File: config.mk
export PLATFORM = sky130hd
export DESIGN_NAME = bbod_ctrl
export DESIGN_NICKNAME = d
export VERILOG_FILES = /design/src/hw/rtl/bbod_pkg.sv /design/src/hw/rtl/bbod_ctrl.sv
export SDC_FILE = /design/constraint.sdc
export NUM_CORES = 1
export LEC_CHECK = 0
export BUFFER_PORTS_ARGS = -buffer_cell sky130_fd_sc_hd__clkbuf_2
export CAP_MARGIN = 10
export CORE_MARGIN = 3
export CORE_UTILIZATION = 30
export CTS_CLUSTER_DIAMETER = 120
export DETAILED_ROUTE_END_ITERATION = 8
export HOLD_SLACK_MARGIN = 0.02
export RECOVER_POWER = 25
export SYNTH_ARGS = -nofsm -noshare
export SYNTH_HDL_FRONTEND = slang
export SYNTH_SLANG_ARGS = --single-unit
export TNS_END_PERCENT = 10
File: constraint.sdc
create_clock -name clk -period 1.6 [get_ports clk]
set_clock_uncertainty 0.15 [all_clocks]
set_input_delay 0 -clock clk [delete_from_list [all_inputs] [get_ports clk]]
set_output_delay 0 -clock clk [all_outputs]
set_load 0.01 [all_outputs]
File: src/hw/rtl/bbod_pkg.sv
// ---------------------------------------------------------------------------
// bbod_pkg
// Types, constants and control structs of the bounding box outline drawer.
// ---------------------------------------------------------------------------
`default_nettype none

package bbod_pkg;

    localparam int FRAME_WIDTH  = 256;
    localparam int FRAME_HEIGHT = 256;
    localparam int STORE_DEPTH  = FRAME_WIDTH * FRAME_HEIGHT;
    localparam int STORE_AW     = $clog2(STORE_DEPTH);

    localparam int CMD_W     = 2;
    localparam int ADDR_IN_W = 16;
    localparam int PIX_W     = 12;
    localparam int COORD_W   = 8;
    localparam int CLASS_W   = 8;
    localparam int PITCH_W   = 9;
    localparam int BASE_W    = COORD_W + PITCH_W;
    localparam int DRAW_AW   = (STORE_AW + 1 > BASE_W + 1) ? STORE_AW + 1 : BASE_W + 1;

    localparam logic [PITCH_W-1:0] PITCH_RESET  = 9'd256;
    localparam logic [PIX_W-1:0]   COLOUR_RED   = 12'h00f;
    localparam logic [PIX_W-1:0]   COLOUR_GREEN = 12'h0f0;

    localparam logic [CMD_W-1:0] CMD_WRITE = 2'd0;
    localparam logic [CMD_W-1:0] CMD_READ  = 2'd1;
    localparam logic [CMD_W-1:0] CMD_DRAW  = 2'd2;

    typedef struct packed {
        logic [CMD_W-1:0]     command;
        logic [ADDR_IN_W-1:0] pixel_address;
        logic [PIX_W-1:0]     pixel_value;
        logic [COORD_W-1:0]   left_col;
        logic [COORD_W-1:0]   top_row;
        logic [COORD_W-1:0]   right_col;
        logic [COORD_W-1:0]   bottom_row;
        logic [CLASS_W-1:0]   box_class;
        logic                 box_suppressed;
    } cmd_beat_t;

    typedef struct packed {
        logic [PIX_W-1:0] read_pixel;
        logic             out_of_range;
    } rsp_beat_t;

    typedef enum logic [3:0] {
        ST_IDLE,
        ST_DECODE,
        ST_MUL_TOP,
        ST_MUL_BOT,
        ST_INIT,
        ST_H_A,
        ST_H_B,
        ST_V_A,
        ST_V_B,
        ST_DONE
    } state_t;

    typedef enum logic [2:0] {
        WSEL_NONE,
        WSEL_PIX,
        WSEL_HA,
        WSEL_HB,
        WSEL_VA,
        WSEL_VB
    } wsel_t;

    typedef struct packed {
        logic  latch_in;
        logic  rd_en;
        wsel_t wsel;
        logic  mul_top;
        logic  mul_bot;
        logic  init_ptr;
        logic  step_h;
        logic  start_v;
        logic  step_v;
        logic  load_out;
    } dp_ctl_t;

    typedef struct packed {
        logic [CMD_W-1:0] command;
        logic             suppressed;
        logic             h_go;
        logic             v_go;
        logic             h_last;
        logic             v_last;
        logic             out_free;
    } dp_sts_t;

endpackage

`default_nettype wire

File: src/hw/rtl/bbod_ctrl.sv
// ---------------------------------------------------------------------------
// bbod_ctrl
// Sequencer: decodes a command and walks the outline edges two pixels per step.
// ---------------------------------------------------------------------------
`default_nettype none

module bbod_ctrl
    import bbod_pkg::*;
(
    input  wire logic    clk,
    input  wire logic    rst_n,
    input  wire logic    cmd_valid,
    output logic         cmd_ready,
    input  wire dp_sts_t sts,
    output dp_ctl_t      ctl
);

    state_t state_reg;
    state_t state_next;

    always_ff @(posedge clk or negedge rst_n)
    begin
        if (!rst_n)
        begin
            state_reg <= ST_IDLE;
        end
        else
        begin
            state_reg <= state_next;
        end
    end

    always_comb
    begin
        state_next = state_reg;
        case (state_reg)
            ST_IDLE:
            begin
                if (cmd_valid)
                begin
                    state_next = ST_DECODE;
                end
            end
            ST_DECODE:
            begin
                if (sts.command == CMD_DRAW && !sts.suppressed)
                begin
                    state_next = ST_MUL_TOP;
                end
                else
                begin
                    state_next = ST_DONE;
                end
            end
            ST_MUL_TOP: state_next = ST_MUL_BOT;
            ST_MUL_BOT: state_next = ST_INIT;
            ST_INIT:
            begin
                if (sts.h_go)
                begin
                    state_next = ST_H_A;
                end
                else if (sts.v_go)
                begin
                    state_next = ST_V_A;
                end
                else
                begin
                    state_next = ST_DONE;
                end
            end
            ST_H_A: state_next = ST_H_B;
            ST_H_B:
            begin
                if (!sts.h_last)
                begin
                    state_next = ST_H_A;
                end
                else if (sts.v_go)
                begin
                    state_next = ST_V_A;
                end
                else
                begin
                    state_next = ST_DONE;
                end
            end
            ST_V_A: state_next = ST_V_B;
            ST_V_B:
            begin
                if (sts.v_last)
                begin
                    state_next = ST_DONE;
                end
                else
                begin
                    state_next = ST_V_A;
                end
            end
            ST_DONE:
            begin
                if (sts.out_free)
                begin
                    state_next = ST_IDLE;
                end
            end
            default: state_next = ST_IDLE;
        endcase
    end

    always_comb
    begin
        ctl       = '0;
        ctl.wsel  = WSEL_NONE;
        cmd_ready = 1'b0;
        case (state_reg)
            ST_IDLE:
            begin
                cmd_ready    = 1'b1;
                ctl.latch_in = cmd_valid;
            end
            ST_DECODE:
            begin
                case (sts.command)
                    CMD_WRITE: ctl.wsel  = WSEL_PIX;
                    CMD_READ:  ctl.rd_en = 1'b1;
                    default:   ctl.wsel  = WSEL_NONE;
                endcase
            end
            ST_MUL_TOP: ctl.mul_top  = 1'b1;
            ST_MUL_BOT: ctl.mul_bot  = 1'b1;
            ST_INIT:    ctl.init_ptr = 1'b1;
            ST_H_A:     ctl.wsel     = WSEL_HA;
            ST_H_B:
            begin
                ctl.wsel = WSEL_HB;
                if (sts.h_last)
                begin
                    ctl.start_v = 1'b1;
                end
                else
                begin
                    ctl.step_h = 1'b1;
                end
            end
            ST_V_A:     ctl.wsel     = WSEL_VA;
            ST_V_B:
            begin
                ctl.wsel   = WSEL_VB;
                ctl.step_v = !sts.v_last;
            end
            ST_DONE:    ctl.load_out = sts.out_free;
            default:    ctl.wsel     = WSEL_NONE;
        endcase
    end

endmodule

`default_nettype wire

After elaboration in Yosys (flattened, before gate mapping)
Cells that the tools add are included.
Widths: inputs -> output; s select.
{"block": "classes", "eq_ne": 13, "mux": 22, "n_reduce_logical": 6}
{"operator": "$pmux 4 s10", "count": 1}
{"operator": "$mux 4", "count": 7}
{"operator": "$eq 4x3->1 const B", "count": 4}
{"operator": "$pmux 3 s5", "count": 1}
{"operator": "$mux 1", "count": 12}
{"operator": "$eq 4x2->1 const B", "count": 2}
{"operator": "$eq 4x4->1 const B", "count": 2}
{"operator": "$eq 4x1->1 const B", "count": 1}
{"operator": "$logic_not 4->1", "count": 1}
{"operator": "$ne 2x2->1 const B", "count": 2}
{"operator": "$eq 2x1->1 const B", "count": 1}
{"operator": "$eq 2x2->1 const B", "count": 1}
{"operator": "$logic_not 1->1", "count": 2}
{"operator": "$logic_not 2->1", "count": 1}
{"operator": "$mux 2", "count": 1}
{"operator": "$reduce_and 2->1", "count": 1}
{"operator": "$logic_and 1x1->1", "count": 1}
{"block": "totals", "ff_bits": 4, "out_inout_bits": 13, "inputBits": 11, "word_cells": 42}

Logic depth before layout (Yosys ltp)
Gate-level depths: netlist of the first run.
{"block": "logic_depth", "depth_word": 4, "ltp_mapped": 4}

Least setup slack after synthesis of the first run
OpenSTA, ideal clock, no wires.
{"block": "synth_path", "path_type": "register to register", "start": "register state_reg[2]", "end": "register state_reg[1]", "setup_time_ps": 87, "t_arrival_ps": 1304, "required_ps": 1363, "setup_slack_ps": 60, "period_less_slack_ps": 1540, "path_stages_with_launch": 5, "n_path_buf": 1, "path_cell_list": "dfrtp_1 > buf_2 > nor4b_1 > a21oi_1 > o211ai_1"}
{"block": "synth_via", "elab_chain_len": 3, "elab_cells_between_ends": 14}
{"item": "start, declared", "line": "bbod_ctrl.sv:18", "rtl": "state_t state_reg;"}
{"item": "start signal, assigned", "line": "bbod_ctrl.sv:29", "rtl": "state_reg <= state_next;"}
{"item": "$eq 4x4->1 / $logic_not 4->1 (equally long branches)", "line": "bbod_ctrl.sv:36", "rtl": "case (state_reg)"}
{"item": "$ne 2x2->1 (no source line)"}
{"item": "$reduce_and 2->1 (no source line)"}
Parallel ways exist; a longest one is shown, timed or not.
A chain may end at the register's enable or synchronous reset.

==> impl_metrics.tcl, run 1 <==
set metrics [dict create \
    cellInternalPower_w 0.000699 \
    numCtsBuffers 3 \
    cts_tree "built" \
    grt.total_usage_pct 13.0 \
    synth_nets 69 \
    cap_violations 0 \
    die_area_mm2 0.00202 \
    ios 24 \
    overflow 0 \
    dp_hpwl_um 998 \
    drtAntennaViolNets 0 \
    final_util_pct 57.3 \
    core_area_mm2 0.00137 \
    syn_to_final_growth_pct 72.5 \
    drive_above_1_share_pct 50.5 \
    crit_path_start_kind "register" \
    required_ns 1.45 \
    hold_violations 0 \
    viasPerCell 5.27 \
    antenna_found_initial 0 \
    cts_root_buf "clkbuf_4" \
    status "complete, but fails checks" \
    initial_utilization_pct 33.2 \
    gp_congestion 0.800 \
    chipWidth_um 44.9 \
    combPwrFrac_pct 71.1 \
    drc_errors 0 \
    synth-seq-cells 4 \
    grt_max_degree 16 \
    power_density_mw_per_mm2 1560 \
    maxSlewViolCount 0 \
    cts_sinks 4 \
    fillers 135 \
    min_path_type "in -> reg" \
    grt_pass1_wl_um 2030 \
    wl_per_cell_um 12.3 \
    synthesis.area_um2 454 \
    dp_cells 100 \
    largest_reg_flops 4 \
    io_buffer_count 23 \
    first_pass_iters 4 \
    synth_warnings 0 \
    setup_viol 3 \
    seq_power_share_pct 18.9 \
    cpLargestDelayFamily "simple AND/OR/NAND/NOR gates" \
    grt_pass1_vias 500 \
    rsz0062_at_grt "true" \
    p_sw_w 0.000525 \
    synth_area_per_cell_um2 7.83 \
    path_class "reg -> out" \
    fin_area_um2 783 \
    post-route-period-util_pct 102 \
    cts-htree-levels 1 \
    num-nets-final 110 \
    clkSlewWorstSetupHoldPaths_ns 0.04 \
    rows 13 \
    cp_max_fo 5 \
    fmax_mhz 616 \
    p_leak_nw 0.385 \
    final_cells 112 \
    critPathSlowestCell "dfrtp_1" \
    ir_drop_mv 0.723 \
    diodes 0 \
    setup_tns_ns -0.0521 \
    placed_cell_area_um2 628 \
    swShare_pct 42.9 \
    relSlewSlack_pct 77.4 \
    synthDistinctLibCells 32 \
    num_vias 590 \
    end_kind "output port" \
    cts_buffer_depth 2 \
    period_minus_slack_ns 1.62 \
    cp_num_buf_inv 1 \
    seq_area_frac_synth_pct 22.0 \
    fin_ws_ns -0.0246 \
    die_h_um 44.9 \
    finalPower_w 0.00122 \
    path_cells "nand2b_4 > or3b_4 > o31ai_2 > buf_2" \
    clk_latency_ns 0.23 \
    wl_um 1370 \
    critPathArrivalTime_ns 1.47 \
    worst_pin_slew_ns 0.338 \
    synthCells 58 \
    drtIter0Drc 14 \
    violations "negative setup slack" \
    slowest_delay_ns 0.42 \
    p_clk_share_pct 10.0 \
]
metrics by stage:
stage	hold slack (ns)	worst slack, ns
after floorplan	-0.446	0.0596
after global placement	-0.339	0.118
after detailed placement	-0.339	0.0468
after CTS	0.0348	-0.0577
after global routing	0.0510	-0.102
final	0.0429	-0.0246
synthesized netlist by cell type:
| library cell | count | area share (%) |
|---|---|---|
| dfrtp_1 | 4 | 22 |
| o221ai_1 | 1 | 1.9 |
| nor4b_1 | 3 | 5.8 |
| a32o_1 | 1 | 2.2 |
| inv_1 | 3 | 2.5 |
| o211ai_1 | 1 | 1.7 |
| a21o_1 | 1 | 1.7 |
| nor3b_1 | 1 | 1.7 |
| o21a_1 | 1 | 1.7 |
| nand3_1 | 1 | 1.1 |
| or4b_1 | 1 | 2.2 |
| o31ai_1 | 1 | 1.7 |
| and2_1 | 1 | 1.4 |
| nor2b_1 | 3 | 4.1 |
| o21ai_1 | 2 | 2.2 |
| buf_2 | 4 | 4.4 |
| a2111o_1 | 1 | 2.5 |
| and3b_1 | 2 | 3.9 |
| a2bb2oi_1 | 1 | 1.9 |
| nand2b_1 | 2 | 2.8 |
| nand2_1 | 2 | 1.7 |
| o2111ai_1 | 1 | 1.9 |
| nand3b_1 | 1 | 1.7 |
| o41ai_1 | 1 | 1.9 |
| a21oi_1 | 1 | 1.1 |
| nor4_2 | 1 | 2.8 |
| mux2i_1 | 2 | 4.4 |
| xnor2_1 | 1 | 1.9 |
| or3b_1 | 1 | 1.9 |
| and3_1 | 1 | 1.4 |
| nor3_1 | 4 | 4.4 |
| nor2_1 | 7 | 5.8 |
timing repair:
action / 4_1_cts / 5_1_grt
endpoints found under the hold margin: 8 / 0
buffers inserted: 0 / 4
setup endpoints to repair: 7 / 7
pin swaps: 0 / 3
gates resized for setup: 5 / 12
hold buffers: 5 / 0
cell families (layout without fill, tap and decap cells):
logic type             count (synthesis)  in the layout  synth area share [%]
flip-flops                             4              4                  22.0
AND/OR/NAND/NOR                       31             31                  42.4
XOR/XNOR                               1              1                  1.93
buffers and inverters                  7             46                  6.89
multiplexers                           2              2                  4.41
AO/OA/AOI/OAI                         13             13                  22.3
power by group through the flow:
stage	Combinational (W)	Clock, W	Sequential (W)
4_1_cts	0.000748	0.000125	0.000219
3_3_place_gp	0.000716	0	0.000214
5_1_grt	0.000944	0.000134	0.000239
3_5_place_dp	0.000710	0	0.000215
6_report	0.000870	0.000123	0.000231
2_1_floorplan	0.000476	0	0.000191
cell usage in the layout (no fill, tap or decap), drive strengths merged, types with 2 or more instances in the layout:
master,instances
nor3,4
mux2i,2
nor2b,3
dlygate4sd3,5
nor2,7
clkbuf,22
inv,3
o21ai,2
nand2,2
nand2b,2
buf,16
and3b,2
nor4b,3
dfrtp,4
layer usage:
metal / track usage, % / part of all wire, % / vias up
met1: 18.2 / 47 / 272
met3: 1.20 / 6.8 / 0
met5: 0 / 0 / -
met4: 5.85 / 0 / 0
met2: 20.1 / 46 / 18
li1: - / - / 300
final timing paths:
check / startpoint / end / slack [ns] / cells past startpoint
max: state_reg[3] / ctl[7] / -0.02 / 4
min: sts[5] / state_reg[1] / 0.04 / 4
max reg2reg: state_reg[3] / state_reg[3] / 0.06 / 4
min reg2reg: state_reg[3] / state_reg[2] / 0.48 / 1
max in group asynchronous: rst_n / state_reg[1] / 0.60 / 3
min in group asynchronous: rst_n / state_reg[0] / 0.51 / 3
final cells by class:
type                       instances  area [um2]  share of cell area (%)
multi-input combinational         47         365                    46.6
timing repair buffer              40         263                    33.5
sequential                         4         103                    13.1
clock buffer                       3        22.5                    2.88
tap                               15        18.8                    2.40
inverter                           3        11.3                    1.44
worst reg2reg max path: cells and delay by family, from the launching register on:
family / cells / cell delay, ns
buffers and inverters: 1 / 0.13
flip-flops: 1 / 0.42
AND/OR/NAND/NOR: 1 / 0.17
AO/OA/AOI/OAI: 2 / 0.57
Note: power is estimated with default switching activity, not from simulation.
==> run 2, diff against run 1 <==
Settings changed: CELL_PAD_IN_SITES_DETAIL_PLACEMENT set to 1, CELL_PAD_IN_SITES_GLOBAL_PLACEMENT set to 2, CORE_UTILIZATION 30 to 22, PLACE_DENSITY_LB_ADDON set to 0.1.
==> run 2 against run 1 <==
Critical endpoint unchanged. Clock-buffer cell count is the same. Global-route usage shrank 0.17 points. The run still ends with negative setup slack left. Wire length grew 29%. Largest cell class unchanged.
==> impl_metrics.tcl, run 2 (synthesized netlist as in run 1, its figures left out) <==
set metrics [dict create \
    status "complete, but fails checks" \
    violations "negative setup slack" \
    cap_violations 0 \
    required_ns 1.45 \
    drc_errors 0 \
    end_kind "output port" \
    drive_above_1_share_pct 54.5 \
    setup_viol 2 \
    final_cells 126 \
    critPathArrivalTime_ns 1.46 \
    clk_latency_ns 0.24 \
    drtAntennaViolNets 0 \
    core_area_mm2 0.00184 \
    min_path_type "in -> reg" \
    multi_input_area_um2 397 \
    grt-busiest-layer "met2" \
    fin_area_um2 890 \
    fin_hold_ws_ns 0.0520 \
    wl_per_cell_um 14.0 \
    fin_ws_ns -0.0144 \
    initial_utilization_pct 24.7 \
    maxSlewViolCount 0 \
    hold_violations 0 \
    fmax_mhz 619 \
    clkSlewWorstSetupHoldPaths_ns 0.04 \
    syn_to_final_growth_pct 95.9 \
    dp_hpwl_um 1180 \
    viasPerCell 4.86 \
    overflow 0 \
    antenna_found_initial 0 \
    cts-htree-levels 1 \
    preCtsSetupSlack_ns 0.0177 \
    final_common_cell "clkbuf_2" \
    num-nets-final 114 \
    num_vias 612 \
    cp_max_fo 4 \
    first_pass_iters 4 \
    path_class "reg -> out" \
    grt.total_usage_pct 12.8 \
    grt_pass1_vias 585 \
    die_h_um 51.4 \
    largest_reg_flops 4 \
    cts_buffer_depth 2 \
    period_minus_slack_ns 1.61 \
    diodes 0 \
    regArea_um2 104 \
    rows 15 \
    slowest_delay_ns 0.43 \
    fillers 240 \
    drtIter0Drc 12 \
    cts_tree "built" \
    grt_pass1_wl_um 2540 \
    path_cells "nand2b_4 > or3b_4 > o31ai_2 > buf_2" \
    chipWidth_um 51.4 \
    io_buffer_count 23 \
    ios 24 \
    ir_drop_mv 0.840 \
    cp_num_buf_inv 1 \
    crit_path_start_kind "register" \
    cts_sinks 4 \
    relSlewSlack_pct 76.6 \
    p_leak_nw 0.426 \
    rsz0062_at_grt "true" \
    layout_common_cells "19 x clkbuf_2, 11 x buf_4, 5 x nor2_1, 5 x dlygate4sd3_1, 5 x buf_2" \
    power_density_mw_per_mm2 1650 \
    cpLargestDelayFamily "simple AND/OR/NAND/NOR gates" \
    die_area_mm2 0.00265 \
    dp_cells 108 \
    grtUsageMet1_pct 16.2 \
    grt_use_met2_pct 20.3 \
    grt_max_degree 15 \
    critPathSlowestCell "or3b_4" \
    cts_root_buf "clkbuf_4" \
    final_util_pct 48.4 \
    post-route-period-util_pct 101 \
    numCtsBuffers 3 \
    gp_congestion 0.796 \
    worst_pin_slew_ns 0.347 \
    wl_um 1770 \
    use_met3_pct 1.75 \
    placed_cell_area_um2 638 \
]
-- run 2: path summary, 6_finish.rpt --
check | endpoint | slack [ns] | cells after the start | start
max in group asynchronous | state_reg[1] | 0.61 | 3 | rst_n
min | state_reg[2] | 0.05 | 4 | sts[2]
max reg2reg | state_reg[2] | 0.04 | 4 | state_reg[3]
max | ctl[7] | -0.01 | 4 | state_reg[3]
min reg2reg | state_reg[1] | 0.66 | 3 | state_reg[3]
min in group asynchronous | state_reg[0] | 0.50 | 3 | rst_n
-- run 2: what timing repair did --
item,CTS,global route
gates cloned,0,1
endpoints found under the hold margin,8,0
pin swaps,0,4
buffers inserted,0,9
hold buffers,5,0
endpoints found under the setup margin,8,9
resized for setup,5,20
-- run 2: area by class of cell --
type / count / share of cell area (%)
multi-input cells: 47 / 44.6
clock buffers: 3 / 2.53
well taps: 25 / 3.52
inverters: 3 / 1.27
repair buffers: 44 / 36.4
flip-flops and latches: 4 / 11.7
-- run 2: stage by stage --
step           total power (W)  TNS (ns)
2_1_floorplan         0.000667         0
3_3_place_gp          0.000979   -0.0526
3_5_place_dp          0.000977         0
4_1_cts                0.00115    -0.239
5_1_grt                0.00159    -0.308
6_report               0.00147   -0.0232
-- run 2: tightest hold or removal path: cells and delay by family --
family                 cells  cell delay, ns
buffers and inverters      2            0.16
AOI/OAI and AO/OA          1            0.13
and+or+nand+nor            1            0.08
-- run 2: where the power goes --
part	internal, W	switching (W)	leakage, nW
clock network	0.0000838	0.0000403	0.0138
registers	0.000152	0.0000882	0.0467
logic	0.000611	0.000495	0.366
-- run 2: layer usage --
metal | wire (um) | up-vias | part of all wire, %
met2 | 887 | 14 | 50
met3 | 65 | 4 | 3.7
met5 | 0 | - | 0
li1 | - | 306 | -
met4 | 26 | 0 | 1.5
met1 | 787 | 288 | 45
